==> config.mk <==
export PLATFORM = sky130hd
export DESIGN_NAME = gregorian_date_decrementer_unit
export DESIGN_NICKNAME = d
export VERILOG_FILES = /design/src/design/gdd_pkg.sv /design/src/design/gdd_rem400.sv /design/src/design/gdd_step.sv /design/src/design/gregorian_date_decrementer_unit.sv
export SDC_FILE = /design/constraint.sdc
export NUM_CORES = 1
export LEC_CHECK = 0
export CORE_UTILIZATION = 40
export CTS_CLUSTER_DIAMETER = 60
export DETAILED_ROUTE_END_ITERATION = 8
export DONT_BUFFER_PORTS = 1
export HOLD_SLACK_MARGIN = 0.02
export REMOVE_ABC_BUFFERS = 1
export SLEW_MARGIN = 20
export SYNTH_ARGS = -nofsm -noshare
export SYNTH_HDL_FRONTEND = slang
export SYNTH_SLANG_ARGS = --single-unit
==> constraint.sdc <==
create_clock -name clock -period 13 [get_ports clock]
set_input_delay 2.6 -clock clock [delete_from_list [all_inputs] [get_ports clock]]
set_output_delay 2.6 -clock clock [all_outputs]
set_load 0.01 [all_outputs]
==> src/design/gdd_pkg.sv <==
// gdd_pkg: shared types, constants and helpers of the date decrementer
`timescale 1ns / 1ps

package gdd_pkg;

   // unit codes of the cmd field
   localparam logic [1:0] CMD_DAYS   = 2'd0;
   localparam logic [1:0] CMD_WEEKS  = 2'd1;
   localparam logic [1:0] CMD_MONTHS = 2'd2;
   localparam logic [1:0] CMD_YEARS  = 2'd3;

   localparam logic [8:0] REM_MOD     = 9'd400;
   localparam logic [8:0] REM_WRAP    = 9'd335; // 65535 mod 400
   localparam logic [8:0] REM_NEG_OFS = 9'd336; // 65536 mod 400
   localparam logic [8:0] REM_NEG_ADD = 9'd64;  // 400 - 336

   // ceil(2^25 / 400): exact quotient by 400 for every 16-bit value
   localparam logic [16:0] REM_RECIP = 17'd83887;
   localparam int          REM_SHIFT = 25;

   localparam logic [4:0] MONTH_LEN [1:12] = '{
      5'd31, 5'd28, 5'd31, 5'd30, 5'd31, 5'd30,
      5'd31, 5'd31, 5'd30, 5'd31, 5'd30, 5'd31
   };

   typedef struct packed {
      logic [1:0]         cmd;
      logic [14:0]        count;
      logic [4:0]         day_in;
      logic [3:0]         month_in;
      logic signed [15:0] year_in;
   } req_type;

   typedef struct packed {
      logic [4:0]         day_out;
      logic [3:0]         month_out;
      logic signed [15:0] year_out;
   } rsp_type;

   // working date plus the unsigned year taken mod 400
   typedef struct packed {
      logic [4:0]  day;
      logic [3:0]  month;
      logic [15:0] year;
      logic [8:0]  rem400;
   } date_type;

   typedef enum logic [1:0] {
      ST_IDLE,
      ST_MOD,
      ST_RUN,
      ST_DONE
   } state_type;

   function automatic logic [4:0] month_days(input logic [3:0] month, input logic leap);
      logic [4:0] len;
      begin
         if (month == 4'd0 || month > 4'd12) begin
            len = 5'd31;
         end else if (month == 4'd2) begin
            len = leap ? 5'd29 : 5'd28;
         end else begin
            len = MONTH_LEN[month];
         end
         return len;
      end
   endfunction

endpackage

==> src/design/gdd_rem400.sv <==
// gdd_rem400: remainder of a 16-bit year by 400 through a reciprocal multiply, quotient registered on start
`timescale 1ns / 1ps

module gdd_rem400 (
   input  logic        clock,
   input  logic        reset,
   input  logic        start,
   input  logic [15:0] value,
   output logic        done,
   output logic [8:0]  rem
);

   logic        busy_ff, busy_in;
   logic [15:0] val_ff, val_in;
   logic [7:0]  quo_ff, quo_in;
   logic [32:0] prod;
   logic [15:0] quo_mul;
   logic [15:0] rem_wide;

   always_ff @(posedge clock) begin
      if (reset) begin
         busy_ff <= 1'b0;
      end else begin
         busy_ff <= busy_in;
      end
      val_ff <= val_in;
      quo_ff <= quo_in;
   end

   always_comb begin
      busy_in  = busy_ff;
      val_in   = val_ff;
      quo_in   = quo_ff;
      done     = 1'b0;
      // on start the quotient is registered; while busy the remainder is value minus quotient times 400
      prod     = {17'd0, value} * {16'd0, gdd_pkg::REM_RECIP};
      quo_mul  = {8'd0, quo_ff} * {7'd0, gdd_pkg::REM_MOD};
      rem_wide = val_ff - quo_mul;
      if (start) begin
         busy_in = 1'b1;
         val_in  = value;
         quo_in  = prod[gdd_pkg::REM_SHIFT +: 8];
      end else if (busy_ff) begin
         done    = 1'b1;
         busy_in = 1'b0;
      end
   end

   assign rem = rem_wide[8:0];

endmodule

==> src/design/gdd_step.sv <==
// gdd_step: one day or one month back, with month and year borrow
`timescale 1ns / 1ps

module gdd_step (
   input  logic              month_mode,
   input  gdd_pkg::date_type cur,
   output gdd_pkg::date_type nxt
);

   logic       leap;
   logic [8:0] signed_rem;
   logic [4:0] prev_len;
   logic [3:0] prev_month;
   logic [8:0] rem_dec;

   always_comb begin
      // remainder of the signed year, from the one of its unsigned bits
      if (cur.year[15]) begin
         if (cur.rem400 >= gdd_pkg::REM_NEG_OFS) begin
            signed_rem = 9'(cur.rem400 - gdd_pkg::REM_NEG_OFS);
         end else begin
            signed_rem = 9'(cur.rem400 + gdd_pkg::REM_NEG_ADD);
         end
      end else begin
         signed_rem = cur.rem400;
      end
      leap = (signed_rem[1:0] == 2'b00) && !(signed_rem inside {9'd100, 9'd200, 9'd300});

      prev_month = 4'(cur.month - 4'd1);
      prev_len   = gdd_pkg::month_days(prev_month, leap);

      if (cur.year == 16'd0) begin
         rem_dec = gdd_pkg::REM_WRAP;
      end else if (cur.rem400 == 9'd0) begin
         rem_dec = 9'(gdd_pkg::REM_MOD - 9'd1);
      end else begin
         rem_dec = 9'(cur.rem400 - 9'd1);
      end

      nxt = cur;
      if (month_mode) begin
         if (cur.month == 4'd1) begin
            // december has 31 days, so the day never needs a clamp here
            nxt.month  = 4'd12;
            nxt.year   = 16'(cur.year - 16'd1);
            nxt.rem400 = rem_dec;
         end else begin
            nxt.month = prev_month;
            if (cur.day > prev_len) begin
               nxt.day = prev_len;
            end
         end
      end else begin
         if (cur.day != 5'd1) begin
            nxt.day = 5'(cur.day - 5'd1);
         end else if (cur.month == 4'd1) begin
            nxt.month  = 4'd12;
            nxt.day    = 5'd31;
            nxt.year   = 16'(cur.year - 16'd1);
            nxt.rem400 = rem_dec;
         end else begin
            nxt.month = prev_month;
            nxt.day   = prev_len;
         end
      end
   end

endmodule

==> src/design/gregorian_date_decrementer_unit.sv <==
// gregorian_date_decrementer_unit: moves a calendar date back by days, weeks, months or years
//
// An item on req_ (valid/stall) carries cmd, count and the starting date; one result item
// leaves on rsp_ (valid/stall) with the moved date. One item is worked on at a time: req_stall
// is high from acceptance until the result is written to the output register.
// Year mode goes straight to the done state. Day, week and month modes first find the year
// mod 400 through a reciprocal multiply in the mod state, then step the date back one day or
// one month per cycle through a single step unit in the run state, where steps is count for
// days and months and 7 * count for weeks (at most 229369 steps). In the done state the
// result goes to the output register once it is free, and the next item is taken after that.
// The output register lets the next item be accepted while a result still waits; a
// finished item then holds in its last state until rsp_stall drops.
// Reset (synchronous, active high) empties the output register and returns the sequencer
// to idle; no clearing pass is needed.
`timescale 1ns / 1ps

module gregorian_date_decrementer_unit (
   input  logic             clock,
   input  logic             reset,
   input  logic             req_valid,
   output logic             req_stall,
   input  gdd_pkg::req_type req_data,
   output logic             rsp_valid,
   input  logic             rsp_stall,
   output gdd_pkg::rsp_type rsp_data
);

   gdd_pkg::state_type state_ff, state_in;
   gdd_pkg::date_type  date_ff, date_in;
   gdd_pkg::date_type  date_step;
   logic               month_mode_ff, month_mode_in;
   logic [17:0]        steps_ff, steps_in;
   logic               rsp_valid_ff, rsp_valid_in;
   gdd_pkg::rsp_type   rsp_ff, rsp_in;

   logic               mod_entry_ff;
   logic               mod_done;
   logic [8:0]         mod_rem;
   logic [4:0]         day_norm;
   logic [3:0]         month_norm;
   logic               out_free;

   gdd_rem400 u_rem400 (
      .clock (clock),
      .reset (reset),
      .start (mod_entry_ff),
      .value (date_ff.year),
      .done  (mod_done),
      .rem   (mod_rem)
   );

   gdd_step u_step (
      .month_mode (month_mode_ff),
      .cur        (date_ff),
      .nxt        (date_step)
   );

   always_ff @(posedge clock) begin
      if (reset) begin
         state_ff     <= gdd_pkg::ST_IDLE;
         rsp_valid_ff <= 1'b0;
      end else begin
         state_ff     <= state_in;
         rsp_valid_ff <= rsp_valid_in;
      end
      date_ff       <= date_in;
      month_mode_ff <= month_mode_in;
      steps_ff      <= steps_in;
      rsp_ff        <= rsp_in;
   end

   assign out_free = !rsp_valid_ff || !rsp_stall;

   always_comb begin
      day_norm   = (req_data.day_in == 5'd0) ? 5'd1 : req_data.day_in;
      month_norm = req_data.month_in;
      if (req_data.month_in == 4'd0) begin
         month_norm = 4'd1;
      end else if (req_data.month_in > 4'd12) begin
         month_norm = 4'd12;
      end
   end

   always_comb begin
      state_in      = state_ff;
      date_in       = date_ff;
      month_mode_in = month_mode_ff;
      steps_in      = steps_ff;
      rsp_in        = rsp_ff;
      rsp_valid_in  = rsp_valid_ff && rsp_stall;
      req_stall     = 1'b1;

      case (state_ff)
         gdd_pkg::ST_IDLE: begin
            req_stall = 1'b0;
            if (req_valid) begin
               date_in.day    = day_norm;
               date_in.month  = month_norm;
               date_in.year   = req_data.year_in;
               date_in.rem400 = '0;
               month_mode_in  = (req_data.cmd == gdd_pkg::CMD_MONTHS);
               if (req_data.cmd == gdd_pkg::CMD_WEEKS) begin
                  steps_in = 18'({req_data.count, 3'b000} - {3'b000, req_data.count});
               end else begin
                  steps_in = {3'b000, req_data.count};
               end
               if (req_data.cmd == gdd_pkg::CMD_YEARS) begin
                  date_in.year = 16'(req_data.year_in - {1'b0, req_data.count});
                  state_in     = gdd_pkg::ST_DONE;
               end else begin
                  state_in = gdd_pkg::ST_MOD;
               end
            end
         end
         gdd_pkg::ST_MOD: begin
            // the remainder unit starts on the first cycle here
            if (mod_done) begin
               date_in.rem400 = mod_rem;
               state_in       = gdd_pkg::ST_RUN;
            end
         end
         gdd_pkg::ST_RUN: begin
            if (steps_ff == '0) begin
               state_in = gdd_pkg::ST_DONE;
            end else begin
               date_in  = date_step;
               steps_in = 18'(steps_ff - 18'd1);
            end
         end
         gdd_pkg::ST_DONE: begin
            if (out_free) begin
               rsp_in.day_out   = date_ff.day;
               rsp_in.month_out = date_ff.month;
               rsp_in.year_out  = date_ff.year;
               rsp_valid_in     = 1'b1;
               state_in         = gdd_pkg::ST_IDLE;
            end
         end
         default: begin
            state_in = gdd_pkg::ST_IDLE;
         end
      endcase
   end

   // registered start pulse: high in the first mod cycle, once the year is loaded
   always_ff @(posedge clock) begin
      if (reset) begin
         mod_entry_ff <= 1'b0;
      end else begin
         mod_entry_ff <= (state_ff == gdd_pkg::ST_IDLE) && (state_in == gdd_pkg::ST_MOD);
      end
   end

   assign rsp_valid = rsp_valid_ff;
   assign rsp_data  = rsp_ff;

   // remainder unit result only arrives while the sequencer waits for it
   a_mod_done_in_mod: assert property (@(posedge clock) disable iff (reset)
      mod_done |-> state_ff == gdd_pkg::ST_MOD)
      else $error("remainder done outside the mod state");

   // the working month stays in 1 to 12 and the day nonzero while stepping
   a_date_range: assert property (@(posedge clock) disable iff (reset)
      state_ff == gdd_pkg::ST_RUN |->
         date_ff.month >= 4'd1 && date_ff.month <= 4'd12 && date_ff.day != 5'd0)
      else $error("working date out of range");

   // each run cycle with steps left consumes exactly one step
   a_step_count: assert property (@(posedge clock) disable iff (reset)
      state_ff == gdd_pkg::ST_RUN && steps_ff != '0 |=>
         steps_ff == 18'($past(steps_ff) - 18'd1))
      else $error("step counter skipped");

   // handing over a result shows it and frees the input side
   a_handover: assert property (@(posedge clock) disable iff (reset)
      state_ff == gdd_pkg::ST_DONE && out_free |=>
         rsp_valid && state_ff == gdd_pkg::ST_IDLE)
      else $error("result not handed over");

endmodule

==> results.md, run 1 <==
* Status: finished, final reports clean
* Net count, final at 1500
* CP cell instances: fa_1 -> inv_1 -> fa_1 -> fa_1 -> fa_1 -> inv_1 -> fa_1 -> inv_1 -> fa_1 -> inv_1 -> ha_1 -> a21o_1 -> a2111oi_0 -> o21ai_0 -> o311a_1 -> a211oi_1 -> xnor2_1
* Total track usage at 19.4%
* Layout cells sized above 1 at 3.23%
* Max frequency at roughly 0.16 GHz
* Pre-Repair DR Iteration Count at 5
* Post-Synth Simple-Gate Area at between 10% and 20%
* I/O Buffers at 0
* Multi-input logic area at 7710 um2
* Post-synth top area share at 24.0%
* Fin util at 43.6%
* Post-detail-place hpwl at 22500 um
* Hold Slack at 0.483 ns
* Die area at 29400 um2
* Worst reg2reg path endpoint: u_rem400.quo_ff[4]$_DFFE_PP_
* Number of global-route vias before repair at 8285
* Delay-heaviest family, CP: adder cells
* Commonest cells post-synth: inv_1 (225), ha_1 (186), fa_1 (98)
* Post-CTS sizing at 0
* CTS tree: yes
* # DRC at 0
* Final RePlAce weighted congestion at 0.926
* DP Worst Slack at 6.59 ns
* CP Max Fanout at 8
* Overall routed net length at between 20000 and 30000 um
* Fin Setup TNS at 0 ns
* FILL cells at roughly 2700
* Mux share of post-synthesis cell area at less than 1%
* Register Area at 2860 um2
* Post-CTS Setup Repair Bufs at 0
* Reg2Reg Depth at 17
* Worst hold stages at 0
* Grt total ovfl at 0
* Clock latency on the worst-skew pair at 0.36 ns
* Clock buffer count from CTS at 9
* Clock skew at 0.00933 ns
* Slew HR at between 40 and 50%
* Largest family of logic cells by synthesized area: adder cells
* Global-route wire length before repair at 44000 um
* # clock sinks at 97
* Synth Area in XOR/XNOR at 5.40%
* Adder-cell share of the synthesized area at 37.3%
* WHS Endpoint: rsp_data[24]$_DFFE_PP_
* Critical path buffers and inverters at 4
* Main flop type after synthesis: edfxtp_1
* #FFs+latches synth at just under 100
* Placement row count at 61
* Crit Path Category: reg2reg
* Max incr delay on CP at 0.70 ns
* Synth area leaders: edfxtp_1 (24%), ha_1 (20%), fa_1 (17%)
* Most frequent CP cell: fa_1
* Vias at 8140
* Worst hold path type: reg2reg
* Final period utilization at 49.5%
* Ys Warns at 0
* Die height at 172 um
* Reg2reg start: date_ff[10]$_DFFE_PP_
* Cell with the most instances after synthesis: inv_1
* Worst-path clk slew at 0.08 ns
* Deepest clock path buffer count at 2
* RSZ-0062 raised after global routing: no
* H-tree Lvls at 3
* Yosys top cell by area: edfxtp_1
* Max cap viols at 0
* Initial antenna violation count at 0
* Syn-to-layout area delta at 6.19%
* Unique masters post-synth at 64
* N_diodes at 0
* Starting Density at 41.1%
* Hold Crit Start: date_ff[33]$_DFFE_PP_
* Minimum clock period at ~6.4 ns
* CTS Root Cell: clkbuf_16
* IO Pins at 73
* Worst setup EP type: flop
* Largest net degree at the start of global routing at 89
* Synth Area in Compound Gates at 12.7%
* Drt wl/cell at 17.5 um
* Fin. max-slew vios at 0
* Mapped Cells at 1178
* Remaining antenna violation count at 0
* Type of origin of the critical path: flop
* Syn Std Cell Area at 11500 um2
* CP max-delay cell: fa_1
* Crit path DAT at ~6.5 ns
* Via density at between 5 and 6
* Ys async rst share at 0%
* Total core area at 28000 um2
* CP required at 13.11 ns
* Seq/Total Area, Yosys at 24.9%
* Final setup viols at 0
* R2R setup slack at 6.57 ns
* Die X at around 170 um
* Post-CTS Hold Buffers at 0
* Final Hold Viols at 0
* Post-synth EDFFs at roughly 90
* PnR worst setup slack at between 6 and 7 ns
* Synthesized area per cell at approximately 10 um2
* Worst-Margin Slew at 0.887 ns
* Initial DRC count at 526
cell type report:
cell class                 instances  area share (%)
timing repair buffer               5           0.307
tap                              378            3.87
clock inverter                     7           0.492
sequential                        97            23.4
clock buffer                       9            1.84
multi-input combinational        832            63.1
inverter                         225            6.91
worst reg2reg max path, delay by kind of cell, from the launching register on:
family / cells / cell delay, ns
adders and majority gates: 7 / 3.39
AOI/OAI and AO/OA: 5 / 1.88
DFF: 1 / 0.57
buffers and inverters: 4 / 0.23
xor gates and xnor gates: 1 / 0.10
logic make-up after synthesis:
group                      after synthesis
xor gates and xnor gates                71
adders and majority gates              284
buffers and inverters                  249
DFF                                     97
and+or+nand+nor                        245
muxes                                    8
AOI/OAI and AO/OA                      224
how the worst max path moves through the flow:
stage | startpoint | to | slack [ns] | depth (start not counted)
3_5_place_dp | date_ff[10]$_DFFE_PP_ | u_rem400.quo_ff[4]$_DFFE_PP_ | 6.59 | 17
3_3_place_gp | date_ff[10]$_DFFE_PP_ | u_rem400.quo_ff[4]$_DFFE_PP_ | 6.75 | 17
2_1_floorplan | date_ff[10]$_DFFE_PP_ | u_rem400.quo_ff[4]$_DFFE_PP_ | 7.44 | 17
6_report | date_ff[10]$_DFFE_PP_ | u_rem400.quo_ff[4]$_DFFE_PP_ | 6.57 | 17
4_1_cts | date_ff[10]$_DFFE_PP_ | u_rem400.quo_ff[4]$_DFFE_PP_ | 6.59 | 17
5_1_grt | date_ff[10]$_DFFE_PP_ | u_rem400.quo_ff[4]$_DFFE_PP_ | 6.25 | 17
registers in the layout (all words and copies together) (netlist names):
name	flops
date_ff	34
mod_entry_ff	1
month_mode_ff	1
rsp_data	25
rsp_valid	1
state_ff	2
steps_ff	18
u_rem400.busy_ff	1
u_rem400.quo_ff	5
u_rem400.val_ff	9
through the flow:
stage	area (um2)	instances
finish	12200	1553
detailed placement	11900	1537
global route	12200	1553
floorplan	11400	1154
global placement	11900	1537
CTS	12200	1553
per-layer routing:
layer	share of wire [%]	vias up	GRT usage, %
li1	-	4053	-
met1	46	3917	25.8
met5	0	-	0
met3	7.4	21	5.91
met4	1.1	0	4.31
met2	45	149	30.9
cells in the final DEF, fill, tap and decap left out, types with 9 or more instances in the layout:
cell type  count
inv_1        225
ha_1         185
fa_1          98
edfxtp_1      92
nand2_1       59
xnor2_1       59
a21oi_1       56
nor2_1        55
o21ai_0       45
nor3_1        26
nand3_1       20
nor2b_1       17
a211oi_1      14
a31oi_1       14
a21o_1        13
o211ai_1      13
xor2_1        12
nand4_1       10
clkbuf_16      9
Power of run 1 is not shown: default switching activity piles up to over one toggle a cycle in this logic, so the estimate is an artifact.
==> inputs of run 2 (changes only) <==
clock period = 5.9 ns   (was 13 ns; I/O delays follow)
==> run 2 against run 1 <==
Effect of this change: die area is the same; clock skew grew 0.0015 ns; worst setup slack lost 6.3 ns; largest cell class unchanged.
==> results.md, run 2 (synthesized netlist as in run 1, its figures left out) <==
* Status: finished, final reports clean
* Die height at 172 um (unchanged)
* PnR worst setup slack at 0.293 ns (-6.28 ns)
* Total core area at 28000 um2 (unchanged)
* Clock skew at 0.0109 ns (+0.00152 ns)
* Slew HR at 35.1% (-5.7 points)
* Post-CTS Setup Repair Bufs at 0 (unchanged)
* Global-route wire length before repair at 44900 um (+2.2%)
* Final setup viols at 0 (unchanged)
* Worst-Margin Slew at 0.971 ns (+0.0837 ns)
* Clock latency on the worst-skew pair at 0.36 ns (about the same)
* Post-CTS Hold Buffers at 0 (unchanged)
* Delay-heaviest family, CP: adder cells
* I/O Buffers at 0 (unchanged)
* Drt wl/cell at 17.2 um (-1.7%)
* # DRC at 0 (unchanged)
* Net count, final at 1531 (+2.1%)
* Post-detail-place hpwl at 22500 um (+0.20%)
* Type of origin of the critical path: flop
* RSZ-0062 raised after global routing: no
* H-tree Lvls at 3 (unchanged)
* Initial antenna violation count at 0 (unchanged)
* Worst hold path type: reg2reg
* Final RePlAce weighted congestion at 0.906 (-2.1%)
* IO Pins at 73 (unchanged)
* Critical path buffers and inverters at 4 (unchanged)
* Worst-path clk slew at 0.08 ns (about the same)
* Pre-Repair DR Iteration Count at 5 (unchanged)
* # clock sinks at 97 (unchanged)
* Grt total ovfl at 0 (unchanged)
* Largest net degree at the start of global routing at 89 (unchanged)
* Crit path DAT at 5.71 ns (-0.83 ns)
* Number of global-route vias before repair at 8647 (+4.4%)
* CP Max Fanout at 5 (-3)
* CTS Root Cell: clkbuf_16
* Die area at 29400 um2 (unchanged)
* Starting Density at 41.1% (unchanged)
* Overall routed net length at 27200 um (+0.26%)
* Layout cells sized above 1 at 6.05% (+2.8 points)
* Deepest clock path buffer count at 2 (unchanged)
* Vias at 8303 (+2.0%)
* Minimum clock period at 5.61 ns (-0.822 ns)
* Commonest non-fill, non-tap cell in the layout: inv_1
* N_diodes at 0 (unchanged)
* Max incr delay on CP at 0.61 ns (-0.09 ns)
* Most frequent cells in the layout: inv_1 (225), ha_1 (185), fa_1 (98), edfxtp_1 (92)
* DP Worst Slack at -0.0802 ns (-6.67 ns)
* Max reg flops at 34 (unchanged)
* Initial DRC count at 495 (-5.9%)
* Max frequency at 0.178 GHz (+15%)
* Final period utilization at 95.0% (+46 points)
* CTS tree: yes
* Clock buffer count from CTS at 9 (unchanged)
* Die X at 172 um (unchanged)
* Max cap viols at 0 (unchanged)
* Most frequent CP cell: fa_1
* Crit Path Category: reg2reg
* CP max-delay cell: fa_1
* Placement row count at 61 (unchanged)
* Via density at 5.24 (about the same)
* Hold Slack at 0.489 ns (+0.00551 ns)
* Worst setup EP type: flop
* Syn-to-layout area delta at 8.84%
* Most flop-heavy register: date_ff
* Fin. max-slew vios at 0 (unchanged)
* Final Hold Viols at 0 (unchanged)
* CP required at 6.01 ns (-7.10 ns)
* CP cell instances: fa_1 -> inv_1 -> fa_1 -> fa_1 -> fa_1 -> inv_1 -> fa_1 -> inv_1 -> fa_1 -> inv_1 -> ha_1 -> a21o_1 -> a2111oi_2 -> o21ai_2 -> o311a_4 -> a211oi_2 -> xnor2_1
* Total track usage at 19.8% (+0.33 points)
* Remaining antenna violation count at 0 (unchanged)
run 2: worst reg2reg max path, stage by stage (launching register included):
cell and delay (ns):
edfxtp_1 0.42, fa_1 0.61, inv_1 0.07, fa_1 0.37, fa_1 0.48, fa_1 0.50, inv_1 0.06, fa_1 0.53
inv_1 0.05, fa_1 0.54, inv_1 0.05, ha_1 0.30, a21o_1 0.18, a2111oi_2 0.39, o21ai_2 0.16, o311a_4 0.36
a211oi_2 0.20, xnor2_1 0.09
run 2: path summary, 6_finish.rpt:
kind,slack (ns),from,depth (start not counted),to
hold / removal,0.49,date_ff[33]$_DFFE_PP_,0,rsp_data[24]$_DFFE_PP_
setup / recovery,0.29,date_ff[10]$_DFFE_PP_,17,u_rem400.quo_ff[4]$_DFFE_PP_
setup reg to reg,0.29,date_ff[10]$_DFFE_PP_,17,u_rem400.quo_ff[4]$_DFFE_PP_
hold reg to reg,0.49,date_ff[33]$_DFFE_PP_,0,rsp_data[24]$_DFFE_PP_
run 2: timing repair:
action,4_1_cts,5_1_grt
endpoints found under the setup margin,1,4
endpoints found under the hold margin,0,0
pin swaps,0,1
gates resized for setup,2,4
run 2: area by class of cell:
type,count,area (um2)
well taps,378,473
repair buffers,36,270
clock inverters,7,106
clock buffers,9,225
multi-input cells,832,7740
flip-flops and latches,97,2860
fillers,2678,15500
inverters,225,845
run 2: through the flow:
stage | cells | utilization, % | TNS [ns] | instance area, um2
3_3_place_gp | 1568 | 43.4 | 0 | 12200
6_report | 1584 | 44.7 | 0 | 12500
3_5_place_dp | 1568 | 43.4 | -0.0802 | 12200
4_1_cts | 1584 | 44.6 | 0 | 12500
5_1_grt | 1584 | 44.7 | 0 | 12500
2_1_floorplan | 1154 | - | 0 | 11400
run 2: layer usage:
metal	part of all wire [%]	global-route usage, %	wire, um	vias to the layer above
li1	-	-	-	4104
met1	48	26.7	13000	4003
met2	45	31.4	12100	168
met3	6.3	5.29	1730	28
met4	1.4	4.31	390	0
met5	0	0	0	-
Power of run 2 is left out for the same reason.
==> inputs of run 3 (changes only) <==
CTS_BUF_LIST = sky130_fd_sc_hd__clkbuf_8   (was unset)
GPL_TIMING_DRIVEN = 0   (was unset)
==> run 3 against run 2 <==
Effect of this change: critical path depth is 2 higher; hold slack better by 0.013 ns; largest cell class unchanged; utilization is 0.067 points lower; die area stayed put; sequential share of layout area hardly changed; first-iteration DRC count is 3.0% higher; register-to-register slack worse by 0.06 ns; wire length is 1.7% lower; final cell count hardly changed; global-route usage is 0.82 points lower; count of clock-buffer cells in the layout stayed put; non-clock buffer count is 1 lower.
==> results.md, run 3 (synthesized netlist as in run 1, its figures left out) <==
* # clock sinks at 97 (unchanged)
* Register Area at 2860 um2 (unchanged)
* Worst-path clk slew at 0.12 ns (+0.04 ns)
* Placement row count at 61 (unchanged)
* CP required at 6.07 ns (+0.06 ns)
* Final setup viols at 0 (unchanged)
* Final Hold Viols at 0 (unchanged)
* R2R setup slack at 0.23 ns (-0.06 ns)
* Clock buffer count from CTS at 9 (unchanged)
* Max frequency at 0.176 GHz (-1.0%)
* Via density at 5.23 (-0.19%)
* Grt total ovfl at 0 (unchanged)
* Max cap viols at 0 (unchanged)
* Total core area at 28000 um2 (unchanged)
* Starting Density at 41.1% (unchanged)
* Drt wl/cell at 16.9 um (-1.6%)
* # DRC at 0 (unchanged)
* CP max-delay cell: fa_2
* FILL cells at 2667 (-0.41%)
* Most frequent CP cell: fa_1
* Post-Layout Cell Count at 1583 (-0.063%)
* Minimum clock period at 5.67 ns (+0.0589 ns)
* Deepest clock path buffer count at 2 (unchanged)
* Crit path DAT at 5.83 ns (+0.12 ns)
* Net count, final at 1530 (-0.065%)
* PnR worst setup slack at 0.234 ns (-0.0589 ns)
* Die area at 29400 um2 (unchanged)
* CP cell instances: buf_4 -> fa_2 -> inv_1 -> fa_1 -> inv_1 -> fa_1 -> fa_1 -> fa_1 -> inv_1 -> fa_1 -> inv_1 -> ha_1 -> a21oi_1 -> a21oi_1 -> nor2_2 -> o21ai_4 -> o311a_4 -> a211oi_2 -> xnor2_1
* Largest net degree at the start of global routing at 75 (-16%)
* Global-route wire length before repair at 42800 um (-4.7%)
* Die height at 172 um (unchanged)
* Crit Path Category: reg2reg
* Fin. max-slew vios at 0 (unchanged)
* Fin util at 44.6% (-0.067 points)
* Most frequent cells in the layout: inv_1 (222), ha_1 (183), fa_1 (94), edfxtp_1 (92)
* Syn-to-layout area delta at 8.68%
* Final RePlAce weighted congestion at 0.887 (-2.1%)
* Clock skew at 0.0125 ns (+0.00163 ns)
* Status: finished, final reports clean
* Worst setup EP type: flop
* CP Max Fanout at 6 (+1)
* Max reg flops at 34 (unchanged)
* DP Worst Slack at -0.773 ns (-0.693 ns)
* Initial antenna violation count at 1 (+1)
* Die X at 172 um (unchanged)
* Final period utilization at 96.0% (+1.0 points)
* Slew HR at 34.6% (-0.49 points)
* Max incr delay on CP at 0.57 ns (-0.04 ns)
* H-tree Lvls at 3 (unchanged)
* IO Pins at 73 (unchanged)
* Pre-Repair DR Iteration Count at 5 (unchanged)
* CTS tree: yes
* Multi-input logic area at 7810 um2 (+0.94%)
* Vias at 8282 (-0.25%)
* Total track usage at 18.9% (-0.82 points)
* Worst-Margin Slew at 0.978 ns (+0.00735 ns)
* Remaining antenna violation count at 0 (unchanged)
* Most flop-heavy register: date_ff
* Overall routed net length at 26700 um (-1.7%)
* N_diodes at 0 (unchanged)
* Initial DRC count at 510 (+3.0%)
* Commonest non-fill, non-tap cell in the layout: inv_1
* Post-detail-place hpwl at 21200 um (-6.0%)
* I/O Buffers at 0 (unchanged)
* Worst hold path type: reg2reg
* Placed Cells at 1534 (-2.2%)
* CTS Root Cell: clkbuf_8
* Type of origin of the critical path: flop
* Fin Setup TNS at 0 ns (unchanged)
* Number of global-route vias before repair at 8104 (-6.3%)
* Layout cells sized above 1 at 6.97% (+0.92 points)
* Clock latency on the worst-skew pair at 0.40 ns (+0.04 ns)
run 3: changes by cell type in the layout (fill, tap and decap cells not counted), sizes merged:
cell    before  now
clkinv       1    4
bufinv       2    0
inv        229  228
buf         36   35
run 3: worst max-delay path: cells and delay by family, from the launching register on:
kind | cells | cell delay (ns)
AOI/OAI and AO/OA | 5 | 1.00
adders and majority gates | 7 | 3.33
and+or+nand+nor | 1 | 0.13
buffers and inverters | 5 | 0.44
DFF | 1 | 0.45
xor gates and xnor gates | 1 | 0.09
run 3: worst paths after layout:
check	start	to	cells past startpoint
worst min register to register	date_ff[33]$_DFFE_PP_	rsp_data[24]$_DFFE_PP_	0
worst min-delay path	date_ff[33]$_DFFE_PP_	rsp_data[24]$_DFFE_PP_	0
worst max-delay path	date_ff[15]$_DFFE_PP_	u_rem400.quo_ff[4]$_DFFE_PP_	19
worst max register to register	date_ff[15]$_DFFE_PP_	u_rem400.quo_ff[4]$_DFFE_PP_	19
run 3: layout make-up:
class | count | area share, %
clock buffers | 9 | 0.991
clock inverters | 7 | 0.650
inverters | 225 | 6.77
multi-input cells | 832 | 62.5
flip-flops and latches | 97 | 22.9
well taps | 378 | 3.78
repair buffers | 35 | 2.42
run 3: metrics by stage:
stage	hold WS, ns	area [um2]
5_1_grt	0.518	12500
4_1_cts	0.503	12400
2_1_floorplan	0.451	11400
6_report	0.502	12500
3_3_place_gp	0.473	11900
3_5_place_dp	0.476	12000
run 3: metal layers:
layer | GRT usage, % | vias up | wire length (um) | share of wire, %
met3 | 5.96 | 25 | 1860 | 6.9
met1 | 25.6 | 3999 | 12600 | 47
met4 | 4.11 | 2 | 348 | 1.3
met5 | 0 | - | 13 | 0.049
met2 | 29.4 | 161 | 11900 | 45
li1 | - | 4095 | - | -
run 3: repair_timing:
item / CTS / global route
endpoints found under the setup margin: 5 / 3
setup buffers: 26 / 7
endpoints found under the hold margin: 0 / 0
pin swaps: 0 / 8
hold buffers: 0 / 0
gates resized for setup: 6 / 16
Power of run 3 is left out for the same reason.
